`config.mk`:
```
export PLATFORM = sky130hd
export DESIGN_NAME = pcr_cell
export DESIGN_NICKNAME = d
export VERILOG_FILES = /design/src/rtl/pcr_pkg.sv /design/src/rtl/pcr_cell.sv
export SDC_FILE = /design/constraint.sdc
export NUM_CORES = 2
export LEC_CHECK = 0
export BUFFER_PORTS_ARGS = -buffer_cell sky130_fd_sc_hd__buf_2
export CORE_MARGIN = 2
export CORE_UTILIZATION = 26
export CTS_BUF_LIST = sky130_fd_sc_hd__clkbuf_16
export DETAILED_ROUTE_END_ITERATION = 10
export SLEW_MARGIN = 20
export SYNTH_ARGS = -nofsm -noshare
export SYNTH_HDL_FRONTEND = slang
export SYNTH_SLANG_ARGS = --single-unit
```
`constraint.sdc`:
```
create_clock -name clock -period 10.4 [get_ports clock]
set_input_delay 0.52 -clock clock [delete_from_list [all_inputs] [get_ports clock]]
set_output_delay 0.52 -clock clock [all_outputs]
set_load 0.01 [all_outputs]
```
`src/rtl/pcr_pkg.sv`:
```
// Types and constants for the Philox4x32 counter-based generator.
// No dependencies; used by every RTL module of the block.
package pcr_pkg;

   localparam logic [31:0] MUL_A  = 32'hD2511F53;
   localparam logic [31:0] MUL_B  = 32'hCD9E8D57;
   localparam logic [31:0] WEYL_A = 32'h9E3779B9;
   localparam logic [31:0] WEYL_B = 32'hBB67AE85;

   // Counter blocks per generate item, and 64-bit words they yield
   localparam int BLOCKS    = 4;
   localparam int WORDS_MAX = 2 * BLOCKS;
   localparam int CNT_W     = $clog2(WORDS_MAX + 1);

   localparam logic OP_GENERATE = 1'b0;
   localparam logic OP_SKIP     = 1'b1;

   localparam int CSR_IDX_W = 3;
   localparam logic [CSR_IDX_W-1:0] CSR_KEY_LOW            = 3'd0;
   localparam logic [CSR_IDX_W-1:0] CSR_KEY_HIGH           = 3'd1;
   localparam logic [CSR_IDX_W-1:0] CSR_START_COUNTER_LOW  = 3'd2;
   localparam logic [CSR_IDX_W-1:0] CSR_START_COUNTER_HIGH = 3'd3;

   typedef struct packed {
      logic        op;
      logic [63:0] amount;
   } pcr_req_type;

   typedef struct packed {
      logic [63:0] random_word;
      logic        last;
   } pcr_rsp_type;

   // Per-cycle command to every cell of the chain
   typedef struct packed {
      logic load;
      logic round;
      logic shift;
   } pcr_cell_ctl_type;

endpackage

```
`src/rtl/pcr_cell.sv`:
```
// One Philox4x32 cell: holds the four 32-bit words of one counter block.
// Loads a counter, runs one round per cycle, then shifts words to its neighbor.
// Depends on pcr_pkg.
module pcr_cell import pcr_pkg::*; (
   input  logic             clock,
   input  pcr_cell_ctl_type ctl,
   input  logic [31:0]      key_a,
   input  logic [31:0]      key_b,
   input  logic [63:0]      load_lo,
   input  logic [63:0]      load_hi,
   input  logic [63:0]      shift_word,
   output logic [63:0]      head_word
);

   logic [31:0] x0_ff, x1_ff, x2_ff, x3_ff;
   logic [31:0] x0_in, x1_in, x2_in, x3_in;
   logic [63:0] pa, pb;

   // 32x32 products, operands zero-extended to the 64-bit result
   assign pa = 64'(MUL_A) * 64'(x0_ff);
   assign pb = 64'(MUL_B) * 64'(x2_ff);

   always_comb begin
      x0_in = x0_ff;
      x1_in = x1_ff;
      x2_in = x2_ff;
      x3_in = x3_ff;
      if (ctl.load) begin
         x0_in = load_lo[31:0];
         x1_in = load_lo[63:32];
         x2_in = load_hi[31:0];
         x3_in = load_hi[63:32];
      end else if (ctl.round) begin
         x0_in = pb[63:32] ^ x1_ff ^ key_a;
         x1_in = pb[31:0];
         x2_in = pa[63:32] ^ x3_ff ^ key_b;
         x3_in = pa[31:0];
      end else if (ctl.shift) begin
         // upper word moves down, neighbor's lower word moves in
         x0_in = x2_ff;
         x1_in = x3_ff;
         x2_in = shift_word[31:0];
         x3_in = shift_word[63:32];
      end
   end

   always_ff @(posedge clock) begin
      x0_ff <= x0_in;
      x1_ff <= x1_in;
      x2_ff <= x2_in;
      x3_ff <= x3_in;
   end

   assign head_word = {x1_ff, x0_ff};

endmodule

```
# == After elaboration in Yosys (flattened, before gate mapping) ==
# Index checks and enable logic that the tools add are counted.
# word_totals
regBits,128
latch_bits,0
ram_bits,0
rom_bits,0
inputBits,260
output_inout_bits,64
word_cells,23
n_memories,0
# classes
add_sub_neg,0
multipliers,2
n_div,0
n_lt_le_gt_ge,0
n_eq_ne,0
n_shift,0
n_mux,12
n_bitwise,4
n_reduce_logical,1
# ops
cell,count
32-bit two-way mux,12
32-bit by 32-bit multiplier with 64-bit output (first input constant),2
32-bit XOR,4
3-bit nonzero test,1

# == Logic depth before layout (Yosys ltp) ==
# depth
word_depth,5
depth_mapped,28
ltp_nobuf,27

# == Least setup slack after synthesis ==
# No wires, ideal clock.
# synth_path
path_kind,reg-to-reg
from,register x0_ff[17]
to,"register x2_ff[17], data pin"
arrival_ns,7.172
path_slack_ns,2.968
stages_incl_launch_ff,26
n_path_buf,1
period_less_slack_ns,7.432
cell_sequence,edfxtp_1 fa_1 inv_1 fa_1 inv_1 fa_1 inv_1 fa_1 inv_1 fa_1 fa_1 fa_1 inv_1 fa_1 inv_1 ha_1 clkbuf_1 nand4_1 or3_1 a2111oi_0 nor2_1 o21ai_2 a21oi_1 xnor2_1 mux2_2 mux2_2
# synth_between
elab_chain_len,5
# synth_rtl
element,line,text
from (decl),pcr_cell.sv:15,"logic [31:0] x0_ff, x1_ff, x2_ff, x3_ff;"
from (signal assigned),pcr_cell.sv:48,x0_ff <= x0_in;
32-bit by 32-bit multiplier with 64-bit output,pcr_cell.sv:20,assign pa = 64'(MUL_A) * 64'(x0_ff);
32-bit XOR (2 in a row),pcr_cell.sv:36,x2_in = pa[63:32] ^ x3_ff ^ key_b;
32-bit two-way mux,pcr_cell.sv:33,end else if (ctl.round) begin
32-bit two-way mux,pcr_cell.sv:28,if (ctl.load) begin
named net x2_in[17],pcr_cell.sv:16,"logic [31:0] x0_in, x1_in, x2_in, x3_in;"
to (signal assigned),pcr_cell.sv:50,x2_ff <= x2_in;
to (decl),pcr_cell.sv:15,
# The timed path passes the listed nets, and every way through them passes these cells.
# A chain may end at the register's enable or synchronous reset.

# == Final worst setup path ==
# layout_path
from,register x2_ff[6]
to,"register x0_ff[26], data pin"
# layout_between
elab_chain_len,5
# layout_rtl
element,line,text
32-bit by 32-bit multiplier with 64-bit output,pcr_cell.sv:21,assign pb = 64'(MUL_B) * 64'(x2_ff);
32-bit XOR (2 in a row),pcr_cell.sv:34,x0_in = pb[63:32] ^ x1_ff ^ key_a;
32-bit two-way mux,pcr_cell.sv:33,
32-bit two-way mux,pcr_cell.sv:28,
named net x0_in[26],pcr_cell.sv:16,
# The timed path passes the listed nets, and every way through them passes these cells.

==> reports/qor.csv <==
stage;metric;value;unit
yosys;async_flop_share;0;%
sta;setup_viol;0;
layout;drive_above_1_share;9.48;%
yosys;syn-cell-area;44000;sq um
sta;skew;0.0166;ns
clock_tree;cts_root_buffer;clkbuf_16;
drt;drt_iter0_markers;2285;
clock_tree;cts_tree;done;
floorplanning;num_rows;151;
drt;wl_met2;93.2;mm
sta;tns;0;ns
grt;grt_pass1_wl;268;mm
grt;grt_usage;22.2;%
sta;fin_crit;9.28;ns
layout;synthToLayoutAreaGrowth;11.2;%
yosys;synth_commonest_cells;1265 x inv_1, 805 x fa_1, 805 x ha_1;
grt;antenna_found_initial;10;
critical_path;cp-start-kind;flop;
floorplanning;start_util;26.1;%
sta;fmax;0.108;GHz
critical_path;rr_startpoint;x2_ff[6];
clock_tree;cts_buffers;17;
flow_run;cap_violations;0;
sta;relSlewSlack;8.78;%
yosys;syn-num-nets;6350;
placement;hpwl;172;mm
grt;overflow;0;
floorplanning;die_width;416;um
sta;finalCritPeriodShare;89.2;%
critical_path;startpoint;x2_ff[6];
clock_tree;clk_latency;0.51;ns
drt;totalWireLength;192;mm
grt;grt_max_degree;75;
yosys;yosysMostFrequentCell;inv_1;
run_status;status;complete, no violations;
critical_path;slowest_delay;1.14;ns
drt;wl_met1;71.8;mm
floorplanning;coreArea;169000;sq um
clock_tree;cts_resized;0;
critical_path;critPathCaptureType;flop;
drt;vias_per_cell;4.71;
floorplanning;num_io_pins;324;
grt;first_global_vias;35600;
drt;num_vias;32900;
layout;final_nets;6627;
yosys;yosysWarnings;0;
drt;drt_pre_antenna_iters;5;
yosys;avgSynthCellArea;9.83;sq um
sta;rsz0062_at_grt;no;
sta;hold_ws;0.301;ns
drt;top_layer_used;met5;
yosys;synthTopCellsByArea;fa_1 37%, ha_1 23%, inv_1 11%;
sta;drv_slew;0;
floorplanning;dieArea;173000;sq um
yosys;synth-edff-count;128;
yosys;synth_top_area_share;36.6;%
critical_path;worst_path_most_repeated_cell;inv_1;
critical_path;cp.arrival;9.50;ns
drt;drc;0;
yosys;synth_cell_types;73;
critical_path;cp_slowest_cell;o41ai_2;
critical_path;worstPathMaxFanout;7;
clock_tree;cts_num_sinks;128;
placement;portBuffers;323;
yosys;synth_seq_area_share;8.73;%
clock_tree;clk_pin_slew;0.07;ns
yosys;ys_ff_latch;128;
yosys;synth_flop_cell;edfxtp_1;
drt;postRouteAntennaNets;0;
sta;finalHoldViolations;0;
sta;worst_slew_pin_slew;1.35;ns
floorplanning;die_h;416;um
drt;dr_wl_met3;8.30;mm
critical_path;crit_required;10.62;ns
critical_path;crit_type;flop to flop;
critical_path;r2r_cells;27;
yosys;synth_cells;4480;
min_path;hp-class;primary input to flop;
yosys;synth_top_area_cell;fa_1;
clock_tree;clk_path_buf_depth;2;
clock_tree;hold_buffers;0;
clock_tree;htreeDepth;4;
critical_path;rrSetupSlack;1.12;ns
clock_tree;cts_setup_buffers;0;
critical_path;worstReg2RegEnd;x0_ff[26];
drt;wl_per_cell;27.5;um
critical_path;worstSetupEndpoint;x0_ff[26];
placement;place_congestion;1.05;
==> sequential cells by signal (all words and copies together), names as in the netlist <==
register and flops:
x0_ff 32, x1_ff 32, x2_ff 32, x3_ff 32
==> metrics by stage <==
step,setup slack [ns],cells,utilization (%),area (sq um)
final,1.12,6992,29.0,49000
after global routing,0.899,6989,29.0,48900
after CTS,1.20,6987,29.0,48900
after detailed placement,1.27,6956,28.7,48300
after global placement,1.25,6956,28.7,48300
after floorplan,2.97,4480,-,44000
==> placed cells by master (no fill, tap or decap), types with 40 or more instances in the layout <==
| cell type | count |
|---|---|
| o21ai_0 | 148 |
| xnor2_1 | 186 |
| edfxtp_1 | 128 |
| nor2_1 | 97 |
| nand2_1 | 167 |
| xor2_1 | 61 |
| buf_2 | 321 |
| inv_1 | 1265 |
| ha_1 | 805 |
| a211oi_1 | 41 |
| a21o_1 | 54 |
| a21oi_1 | 178 |
| nand4_1 | 40 |
| mux2i_1 | 53 |
| fa_1 | 805 |
==> critical path, delay by kind of cell, from the launching register on <==
family / cells / cell delay [ns]
simple gates: 2 / 0.24
xor+xnor: 1 / 0.10
fa+ha+maj: 9 / 4.35
buf+inv: 8 / 0.73
flops: 1 / 0.57
compound gates: 7 / 2.98
==> cells by family after synthesis <==
kind of cell | count (synthesis) | synth area share (%)
AOI/OAI and AO/OA | 611 | 8.87
xor gates and xnor gates | 247 | 4.91
adders and majority gates | 1610 | 59.5
buffers and inverters | 1368 | 11.7
DFF | 128 | 8.73
muxes | 66 | 1.54
and+or+nand+nor | 450 | 4.79
==> area by class of cell <==
class	instances	area, sq um
diodes	5	12.5
well taps	2218	2780
clock inverters	14	166
multi-input cells	2984	35100
clock buffers	17	425
inverters	1265	4750
fillers	17700	120000
flip-flops and latches	128	3840
repair buffers	361	1920
==> routing by layer <==
metal	global-route usage, %	vias up
li1	-	14700
met1	25.2	16800
met2	37.8	1136
met3	2.57	346
met4	18.2	4
met5	0	-
==> worst min path at each step <==
| stage | to | cells after the start | start |
|---|---|---|---|
| 2_1_floorplan | x1_ff[24] | 2 | x3_ff[24] |
| 3_3_place_gp | x1_ff[30] | 2 | x3_ff[30] |
| 3_5_place_dp | x1_ff[20] | 2 | x3_ff[20] |
| 4_1_cts | x1_ff[16] | 3 | load_lo[48] |
| 5_1_grt | x1_ff[10] | 3 | load_lo[42] |
| 6_report | x1_ff[16] | 3 | load_lo[48] |
Power is not shown: default switching activity piles up to over one toggle a cycle in this logic, so the estimate is an artifact.
